$ cat config.mk
export PLATFORM = sky130hd
export DESIGN_NAME = ir_pulse_distance_decoder_flat
export DESIGN_NICKNAME = d
export VERILOG_FILES = /design/src/design/ipdd_pkg.sv /design/src/design/ipdd_if.sv /design/src/design/ipdd_cfg.sv /design/src/design/ipdd_frame.sv /design/src/design/ir_pulse_distance_decoder.sv /design/src/flat_wrapper.sv
export SDC_FILE = /design/constraint.sdc
export NUM_CORES = 1
export LEC_CHECK = 0
export BUFFER_PORTS_ARGS = -buffer_cell sky130_fd_sc_hd__buf_4
export CAP_MARGIN = 25
export CORE_MARGIN = 4
export CORE_UTILIZATION = 45
export DETAILED_ROUTE_END_ITERATION = 7
export GPL_TIMING_DRIVEN = 0
export SYNTH_ARGS = -nofsm -noshare
export SYNTH_HDL_FRONTEND = slang
export SYNTH_HIERARCHICAL = 1
export SYNTH_SLANG_ARGS = --single-unit
$ cat constraint.sdc
create_clock -name clk -period 3.9 [get_ports clk]
set_input_delay 0.78 -clock clk [delete_from_list [all_inputs] [get_ports clk]]
set_output_delay 0.78 -clock clk [all_outputs]
set_load 0.005 [all_outputs]
$ cat src/design/ipdd_pkg.sv
`timescale 1ns / 1ps
`default_nettype none

package ipdd_pkg;

    localparam int TICK_W  = 20;
    localparam int INDEX_W = 6;
    localparam int CMD_W   = 8;
    localparam int REG_W   = 3;

    localparam logic [TICK_W-1:0]  TICK_MAX  = {TICK_W{1'b1}};
    localparam logic [INDEX_W-1:0] INDEX_MAX = {INDEX_W{1'b1}};

    localparam logic [REG_W-1:0] REG_TIMEOUT    = 3'd0;
    localparam logic [REG_W-1:0] REG_LEADER_MIN = 3'd1;
    localparam logic [REG_W-1:0] REG_LEADER_MAX = 3'd2;
    localparam logic [REG_W-1:0] REG_ONE_MIN    = 3'd3;
    localparam logic [REG_W-1:0] REG_ONE_MAX    = 3'd4;
    localparam logic [REG_W-1:0] REG_FIRST_BIT  = 3'd5;

    typedef struct packed {
        logic [TICK_W-1:0]  timeout_ticks;
        logic [TICK_W-1:0]  leader_min;
        logic [TICK_W-1:0]  leader_max;
        logic [TICK_W-1:0]  one_min;
        logic [TICK_W-1:0]  one_max;
        logic [INDEX_W-1:0] first_bit_index;
    } cfg_t;

    typedef struct packed {
        logic             frame_valid;
        logic [CMD_W-1:0] command;
    } result_t;

endpackage

`default_nettype wire

$ cat src/design/ipdd_if.sv
`timescale 1ns / 1ps
`default_nettype none

interface ipdd_edge_if;
    logic valid;
    logic ready;
    logic edge_req;

    modport source (output valid, output edge_req, input ready);
    modport sink (input valid, input edge_req, output ready);
endinterface

interface ipdd_result_if;
    logic       valid;
    logic       ready;
    logic       frame_valid;
    logic [7:0] command;

    modport source (output valid, output frame_valid, output command, input ready);
    modport sink (input valid, input frame_valid, input command, output ready);
endinterface

`default_nettype wire

$ cat src/design/ipdd_cfg.sv
`timescale 1ns / 1ps
`default_nettype none

module ipdd_cfg
    import ipdd_pkg::*;
(
    input  wire logic              clk,
    input  wire logic              rst_n,
    input  wire logic              cfg_we,
    input  wire logic [REG_W-1:0]  cfg_index,
    input  wire logic [TICK_W-1:0] cfg_wdata,
    output cfg_t                   cfg
);

    cfg_t cfg_reg;

    always_ff @(posedge clk or negedge rst_n)
    begin
        if (!rst_n)
        begin
            cfg_reg.timeout_ticks   <= 20'd500000;
            cfg_reg.leader_min      <= 20'd10000;
            cfg_reg.leader_max      <= 20'd14000;
            cfg_reg.one_min         <= 20'd2000;
            cfg_reg.one_max         <= 20'd2300;
            cfg_reg.first_bit_index <= 6'd17;
        end
        else if (cfg_we)
        begin
            case (cfg_index)
                REG_TIMEOUT:    cfg_reg.timeout_ticks   <= cfg_wdata;
                REG_LEADER_MIN: cfg_reg.leader_min      <= cfg_wdata;
                REG_LEADER_MAX: cfg_reg.leader_max      <= cfg_wdata;
                REG_ONE_MIN:    cfg_reg.one_min         <= cfg_wdata;
                REG_ONE_MAX:    cfg_reg.one_max         <= cfg_wdata;
                REG_FIRST_BIT:  cfg_reg.first_bit_index <= cfg_wdata[INDEX_W-1:0];
                default:        ;
            endcase
        end
    end

    assign cfg = cfg_reg;

endmodule

`default_nettype wire

$ cat src/design/ipdd_frame.sv
`timescale 1ns / 1ps
`default_nettype none

module ipdd_frame
    import ipdd_pkg::*;
(
    input  wire logic clk,
    input  wire logic rst_n,
    input  wire logic step,
    input  wire logic edge_req,
    input  cfg_t      cfg,
    output logic      res_fire,
    output result_t   res
);

    logic               active_reg, active_next;
    logic [TICK_W-1:0]  elapsed_reg, elapsed_next;
    logic [INDEX_W-1:0] index_reg, index_next;
    logic               leader_reg, leader_next;
    logic [CMD_W-1:0]   cmd_reg, cmd_next;

    logic [TICK_W-1:0]  e;
    logic [INDEX_W-1:0] bit_ofs;
    logic               in_cmd;
    logic               is_one;

    assign e       = (elapsed_reg == TICK_MAX) ? TICK_MAX : elapsed_reg + 1'b1;
    assign bit_ofs = index_reg - cfg.first_bit_index;
    assign in_cmd  = (index_reg >= cfg.first_bit_index) && (bit_ofs < INDEX_W'(CMD_W));
    assign is_one  = (e >= cfg.one_min) && (e <= cfg.one_max);

    always_comb
    begin
        active_next  = active_reg;
        elapsed_next = elapsed_reg;
        index_next   = index_reg;
        leader_next  = leader_reg;
        cmd_next     = cmd_reg;
        res_fire     = 1'b0;
        res.frame_valid = leader_reg;
        res.command     = leader_reg ? cmd_reg : '0;
        if (step)
        begin
            if (!active_reg)
            begin
                if (edge_req)
                begin
                    active_next  = 1'b1;
                    elapsed_next = '0;
                    index_next   = '0;
                    leader_next  = 1'b0;
                    cmd_next     = '0;
                end
            end
            else if (edge_req)
            begin
                if (index_reg != INDEX_MAX)
                begin
                    if (index_reg == '0)
                        leader_next = (e >= cfg.leader_min) && (e <= cfg.leader_max);
                    if (in_cmd)
                        cmd_next[bit_ofs[2:0]] = is_one;
                    index_next = index_reg + 1'b1;
                end
                elapsed_next = '0;
            end
            else
            begin
                elapsed_next = e;
                if (e >= cfg.timeout_ticks)
                begin
                    res_fire    = 1'b1;
                    active_next = 1'b0;
                end
            end
        end
    end

    always_ff @(posedge clk or negedge rst_n)
    begin
        if (!rst_n)
        begin
            active_reg  <= 1'b0;
            elapsed_reg <= '0;
            index_reg   <= '0;
            leader_reg  <= 1'b0;
            cmd_reg     <= '0;
        end
        else
        begin
            active_reg  <= active_next;
            elapsed_reg <= elapsed_next;
            index_reg   <= index_next;
            leader_reg  <= leader_next;
            cmd_reg     <= cmd_next;
        end
    end

endmodule

`default_nettype wire

$ cat src/design/ir_pulse_distance_decoder.sv
`timescale 1ns / 1ps
`default_nettype none

// pulse-distance IR decoder: one input word per timebase tick, edge_req set on a
// falling edge of the receiver line. a word is taken every cycle while the output
// is free or being drained; each passes an input register, where the interval
// measurement and window compares act on it, and the result of the tick that ends
// a frame lands in the output register once the output is free or being drained. a
// frame ends timeout_ticks after its last edge and yields frame_valid and the
// command byte (zero if the leader was out of its window). write configuration
// only while no frame is open.

module ir_pulse_distance_decoder
    import ipdd_pkg::*;
(
    input  wire logic              clk,
    input  wire logic              rst_n,
    ipdd_edge_if.sink              edge_in,
    ipdd_result_if.source          result_out,
    input  wire logic              cfg_we,
    input  wire logic [REG_W-1:0]  cfg_index,
    input  wire logic [TICK_W-1:0] cfg_wdata
);

    cfg_t    cfg;
    logic    in_valid_reg;
    logic    edge_reg;
    logic    out_valid_reg;
    result_t out_reg;
    logic    advance;
    logic    res_fire;
    result_t res;

    ipdd_cfg u_cfg (
        .clk       (clk),
        .rst_n     (rst_n),
        .cfg_we    (cfg_we),
        .cfg_index (cfg_index),
        .cfg_wdata (cfg_wdata),
        .cfg       (cfg)
    );

    ipdd_frame u_frame (
        .clk      (clk),
        .rst_n    (rst_n),
        .step     (advance),
        .edge_req (edge_reg),
        .cfg      (cfg),
        .res_fire (res_fire),
        .res      (res)
    );

    assign advance       = in_valid_reg && (!out_valid_reg || result_out.ready);
    assign edge_in.ready = !in_valid_reg || advance;

    always_ff @(posedge clk or negedge rst_n)
    begin
        if (!rst_n)
            in_valid_reg <= 1'b0;
        else if (edge_in.ready)
            in_valid_reg <= edge_in.valid;
    end

    always_ff @(posedge clk)
    begin
        if (edge_in.ready && edge_in.valid)
            edge_reg <= edge_in.edge_req;
    end

    always_ff @(posedge clk or negedge rst_n)
    begin
        if (!rst_n)
            out_valid_reg <= 1'b0;
        else if (advance && res_fire)
            out_valid_reg <= 1'b1;
        else if (result_out.ready)
            out_valid_reg <= 1'b0;
    end

    always_ff @(posedge clk)
    begin
        if (advance && res_fire)
            out_reg <= res;
    end

    assign result_out.valid       = out_valid_reg;
    assign result_out.frame_valid = out_reg.frame_valid;
    assign result_out.command     = out_reg.command;

endmodule

`default_nettype wire

$ cat src/flat_wrapper.sv
// flat-port wrapper written by rule: the top's interface ports become plain ports
module ir_pulse_distance_decoder_flat import ipdd_pkg::*;
  (clk, rst_n, cfg_we, cfg_index, cfg_wdata, edge_in_valid, edge_in_edge_req, edge_in_ready, result_out_valid, result_out_frame_valid, result_out_command, result_out_ready);
  ipdd_edge_if edge_in_i ();
  ipdd_result_if result_out_i ();
  input  wire logic clk;
  input  wire logic rst_n;
  input  wire logic cfg_we;
  input  wire logic [REG_W-1:0] cfg_index;
  input  wire logic [TICK_W-1:0] cfg_wdata;
  input wire logic [$bits(edge_in_i.valid)-1:0] edge_in_valid;
  input wire logic [$bits(edge_in_i.edge_req)-1:0] edge_in_edge_req;
  output wire logic [$bits(edge_in_i.ready)-1:0] edge_in_ready;
  output wire logic [$bits(result_out_i.valid)-1:0] result_out_valid;
  output wire logic [$bits(result_out_i.frame_valid)-1:0] result_out_frame_valid;
  output wire logic [$bits(result_out_i.command)-1:0] result_out_command;
  input wire logic [$bits(result_out_i.ready)-1:0] result_out_ready;
  assign edge_in_i.valid = edge_in_valid;
  assign edge_in_i.edge_req = edge_in_edge_req;
  assign edge_in_ready = edge_in_i.ready;
  assign result_out_valid = result_out_i.valid;
  assign result_out_frame_valid = result_out_i.frame_valid;
  assign result_out_command = result_out_i.command;
  assign result_out_i.ready = result_out_ready;
  ir_pulse_distance_decoder u_core (.clk(clk), .rst_n(rst_n), .edge_in(edge_in_i), .result_out(result_out_i), .cfg_we(cfg_we), .cfg_index(cfg_index), .cfg_wdata(cfg_wdata));
endmodule
* After elaboration in Yosys (flattened, before gate mapping)
Index checks and enable logic that the tools add are counted.
** Word-level totals
- Register bits :: 154
- Latch bits :: 0
- Bits in writable memories :: 0
- ROM bits :: 0
- Input bits :: 29
- Output and inout port bits :: 11
- Logic and storage cells :: 94
- Memories kept :: 0
** Cells by class
- Add/subtract/negate cells :: 3
- Multiply operators :: 0
- Div/mod/pow operators :: 0
- Magnitude comparators :: 9
- Eq/ne operators :: 10
- Shift operators :: 0
- Mux-type cells :: 31
- Bitwise operators :: 0
- Reduce and logical (&&, ||, !) cells :: 25
** Operator list (count)
- $mux W20 :: 4
- $ge A20 B20 Y1 :: 3
- $le A20 B20 Y1 :: 2
- $mux W8 :: 5
- $mux W6 :: 4
- $add A20 B1 Y20 const B :: 1
- $eq A20 B20 Y1 const B :: 1
- $mux W1 :: 16
- $reduce_and A2 Y1 :: 7
- $bwmux W8 :: 1
- $reduce_and A4 Y1 :: 2
- $logic_and A1 B1 Y1 :: 7
- $add A6 B1 Y6 const B :: 1
- $eq A3 B2 Y1 const B :: 2
- $eq A3 B3 Y1 const B :: 2
- $ge A6 B6 Y1 :: 1
- $logic_not A6 Y1 :: 1
- $lt A6 B4 Y1 const B :: 1
- $ne A2 B1 Y1 const B :: 3
- $ne A6 B6 Y1 const B :: 1
- $sub A6 B6 Y6 :: 1
- $lt A3 B4 Y1 const B :: 1
- $reduce_bool A2 Y1 :: 2
- $demux W1 S3 :: 1
- other kinds (6) :: 8

* Longest topological paths before layout
- Depth after elaboration :: 10
- Gate-level depth with buffers :: 17

* By module
Netlist, hierarchy kept.
** Modules (own cells, without submodules)
- ipdd_frame :: instances 1, cells each 648, area each 5033.6 µm², seq. area each 900.9 µm²
- ipdd_cfg :: instances 1, cells each 228, area each 4013.8 µm², seq. area each 2695.1 µm²
- ir_pulse_distance_decoder :: instances 1, cells each 20, area each 409.1 µm², seq. area each 350.3 µm²

* Least setup slack after synthesis
OpenSTA, ideal clock, no wires.
- Path kind :: reg-to-reg
- Start point :: register u_core.u_frame.elapsed_reg[0]
- End point :: register u_core.out_reg, in the netlist u_core/result_out.command[0], enable pin
- Library setup time :: 0.281 ns
- Data arrival time :: 3.312 ns
- Data required time :: 3.619 ns
- Slack :: 0.307 ns
- Cell stages (with the launch flop) :: 17
- Buffers on the path :: 2
- Cell sequence :: dfrtp_1 -> ha_1 -> nand3_4 -> nor3_4 -> nand4_4 -> or2_1 -> buf_6 -> buf_2 -> nand2_1 -> ha_1 -> a21o_1 -> a221o_1 -> a221o_1 -> a21oi_1 -> nor2_1 -> nand2_1 -> nor2b_1
** On the way
- Word-level cells in the longest chain between the ends :: 8
- Elaborated cells between the ends (all ways) :: 9
- Classes of those cells :: 1 x add/sub; 1 x order compare; 1 x eq/ne; 5 x mux; 1 x reduce/logical
** RTL lines
- from (decl) :: RTL line ipdd_frame.sv:17 : logic [TICK_W-1:0] elapsed_reg, elapsed_next;
- from (signal assigned) :: RTL line ipdd_frame.sv:92 : elapsed_reg <= elapsed_next;
- $add A20 B1 Y20 or $eq A20 B20 Y1 (tied branches) :: RTL line ipdd_frame.sv:27 : assign e = (elapsed_reg == TICK_MAX) ? TICK_MAX : elapsed_reg + 1'b1;
- $mux W20 (*) :: RTL line ipdd_frame.sv:27
- $ge A20 B20 Y1 (*) :: RTL line ipdd_frame.sv:70 : if (e >= cfg.timeout_ticks)
- $mux W1 (*) :: RTL line ipdd_frame.sv:70
- $mux W1 (*) :: RTL line ipdd_frame.sv:55 : else if (edge_req)
- $mux W1 (*) :: RTL line ipdd_frame.sv:44 : if (!active_reg)
- $mux W1 (*) :: RTL line ipdd_frame.sv:42 : if (step)
- net u_core.res_fire :: RTL line ir_pulse_distance_decoder.sv:31 : logic res_fire;
- $logic_and A1 B1 Y1 (*) :: RTL line ir_pulse_distance_decoder.sv:82 : if (advance && res_fire)
- to (signal assigned) :: RTL line ir_pulse_distance_decoder.sv:83 : out_reg <= res;
- to (decl) :: RTL line ir_pulse_distance_decoder.sv:29 : result_t out_reg;
Mark *: on every way through the listed nets, which the timed path passes. The rest lies on a longest branch.
A chain may end at the register's enable or synchronous reset.

* Final worst setup path
- Start point :: register u_core.u_frame.elapsed_reg[0]
- End point :: register u_core.out_reg, in the netlist u_core/result_out.command[3], enable pin
Same word-level chain as after synthesis.

==> results.txt <==
status -> completed
element type at the critical path end -> flip-flop
worst reg2reg endpoint -> u_core/result_out.command[3]$_DFFE_PP_
syn_nets -> 1035
port buffer count -> 39
flip-flop and latch count after synthesis -> 154
Worst Path Max Fanout -> 19
Vias/cell -> 5.36
final count of pins violating max slew -> 0
kind of critical path -> flip-flop to flip-flop
Comb power frac -> 24.2%
Clock Power Share -> 33.7%
Yosys top cell by area -> dfrtp_1
Tightest Pin Transition -> 0.865 ns
dpl cell area -> 10100 um2
Fmax -> 0.266 GHz
Design Area, Final -> 10900 um2
Max IR drop VDD -> 0.280 mV
clk slew on worst S/H paths -> 0.06 ns
layout cell share with drive strength beyond 1 -> 27.9%
Fillers -> 1854
site row count -> 52
Inserted Clock Buffers -> 17
Seq/Total Area, Yosys -> 41.7%
Layout Skew -> 0.00740 ns
grt ovf -> 0
Routed Wire Length -> 21.3 mm
post-synth cell types -> 72
EDFF count, synth -> 10
R2R setup slack -> 0.14 ns
ranking of synthesized cells by area -> dfrtp_1, ha_1, mux2_2, dfstp_2, inv_1
most frequent cells in the layout -> inv_1, ha_1, dfrtp_1
gr usage total -> 18.8%
leakage power -> 5.34 nW
IO Count -> 40
top_reg_cell synth -> dfrtp_1
worst r2r path cells -> 15
period utilization -> 96.3%
# setup viols final -> 0
commonest non-fill, non-tap cell in the layout -> inv_1
Root Driver -> clkbuf_16
Die Ht -> 153 um
Die W -> 153 um
clk sinks -> 154
CORE AREA -> 20400 um2
YS warnings -> 6
switching power -> 1.48 mW
Final #Nets -> 1098
final core utilization -> 53.3%
switching share of total power -> 29.5%
Syn-to-layout area delta -> 15.1%
max reg flops -> 106
Die Area -> 23400 um2
area share of the largest cell type after synthesis -> 29.1%
pin count of the biggest net entering global routing -> 83
post-DP HPWL -> 15.9 mm
Initial Utilization -> 46.3%
path category of the worst min-delay check -> input pin to asynchronous set/reset pin
CTS tree -> built
via count -> 6659
Worst-Skew Late Latency -> 0.43 ns
max cap viols -> 0
vias in the first global route -> 6531
first-pass GRT wire length -> 35.2 mm
sequential power share -> 42.0%
initial DRC count -> 344
crit path time final -> 3.76 ns
DRC -> 0
synthesized instance count -> 896
Int Power -> 3.54 mW
pwr/cell area -> 461 nW/um2
Final TNS setup -> 0 ns
Hold Slack -> 0.324 ns
initial antenna violation count -> 0
slew margin rel. -> 41.9%
ANT nets after route -> 0
final hold vios -> 0
Cell Area, Synth -> 9460 um2
Placer Congestion -> 0.825
RSZ-0062 raised after global routing -> no
drt pass-1 iters -> 5
Mapped Avg Cell Area -> 10.6 um2
CP arrival -> 3.94 ns
clock buffer depth -> 2
Worst EP required -> 4.09 ns
FFs w/ async S/R, synth -> 93.5%
reg2reg start -> u_core/u_frame/elapsed_reg[0]$_DFFE_PN0P_
H-Tree Depth -> 4
WL/cell -> 17.2 um
antenna diode count -> 0
CP startpoint -> u_core/u_frame/elapsed_reg[0]$_DFFE_PN0P_
crit path launch type -> flip-flop
-- worst max path at each step --
stage                                                          to  slack [ns]
after global placement     u_core/result_out.command[7]$_DFFE_PP_       -0.66
after CTS                  u_core/result_out.command[6]$_DFFE_PP_        0.01
after global routing      u_core/result_out.frame_valid$_DFFE_PP_       0.001
after detailed placement   u_core/result_out.command[7]$_DFFE_PP_       -0.69
after floorplan            u_core/result_out.command[0]$_DFFE_PP_        0.31
final                      u_core/result_out.command[3]$_DFFE_PP_        0.14
-- cell families (layout without fill, tap and decap cells) --
| group | after synthesis | in the layout | share of synthesized area [%] |
|---|---|---|---|
| AO/OA/AOI/OAI | 168 | 168 | 11.6 |
| XOR/XNOR | 20 | 20 | 1.85 |
| adder cells (fa/ha/maj) | 110 | 110 | 14.6 |
| buffers and inverters | 139 | 214 | 5.87 |
| flip-flops | 154 | 154 | 41.7 |
| multiplexers | 107 | 107 | 12.7 |
| AND/OR/NAND/NOR | 198 | 199 | 11.5 |
-- synth_stat cells (6+ instances only) --
cell        n
a211oi_1    7
a21o_1     22
a21oi_1    45
a22o_1      6
and2_1     16
and3_1      6
buf_2      11
clkbuf_1    7
dfrtp_1   110
dfstp_2    34
edfxtp_1   10
ha_1      109
inv_1     116
mux2_2    106
nand2_1    54
nand3_1    15
nand4_1    25
nor2_1     37
nor2b_1    10
o21ai_0    43
o31ai_1     7
xnor2_1    11
xor2_1      9
-- power groups by stage --
stage	logic, mW	registers [mW]	clock network, mW
4_1_cts	1.22	2.11	1.74
2_1_floorplan	0.907	2.09	0
3_3_place_gp	1.17	2.12	0
5_1_grt	1.39	2.15	1.80
3_5_place_dp	1.20	2.13	0
6_report	1.22	2.11	1.69
-- layout make-up --
type / count / area, um2 / share of cell area [%]
Clock buffer: 21 / 450 / 4.14
Buffer: 21 / 111 / 1.02
Clock inverter: 11 / 144 / 1.32
Timing Repair Buffer: 45 / 374 / 3.44
Inverter: 116 / 435 / 4.00
Tap cell: 270 / 338 / 3.10
Multi-Input combinational cell: 604 / 5080 / 46.7
Sequential cell: 154 / 3950 / 36.3
-- worst max-delay path: stages (launching register included) --
cell and delay, ns:
dfrtp_2 0.42, ha_4 0.19, nand3_4 0.14, nor3_4 0.25, nand4_4 0.16, or2_4 0.28
buf_6 0.18, nand2_4 0.11, ha_1 0.25, a21o_1 0.18, a221o_1 0.36, a221o_1 0.41
a21oi_4 0.23, nor2_1 0.11, nand2_2 0.16, nor2b_2 0.08
-- stage by stage --
stage / cells / setup slack (ns) / total power, mW
2_1_floorplan: 896 / 0.307 / 2.99
3_3_place_gp: 1205 / -0.661 / 3.29
3_5_place_dp: 1206 / -0.685 / 3.34
4_1_cts: 1242 / 0.0104 / 5.06
5_1_grt: 1242 / 0.00141 / 5.34
6_report: 1242 / 0.145 / 5.02
-- what timing repair did --
action                                  4_1_cts  5_1_grt
cloned                                        1        0
hold buffers                                  0        0
pin swaps                                     3        2
setup buffers                                 4        1
resized for setup                            19       13
endpoints found under the setup margin       19       19
-- metal layers --
layer	GRT usage, %	wire [um]	vias to the layer above
li1	-	-	3301
met1	26.2	10300	3250
met3	3.45	622	22
met4	4.58	286	0
met5	0	0	-
met2	30.7	10100	86
No activity file was read; power rests on OpenSTA's default activity.
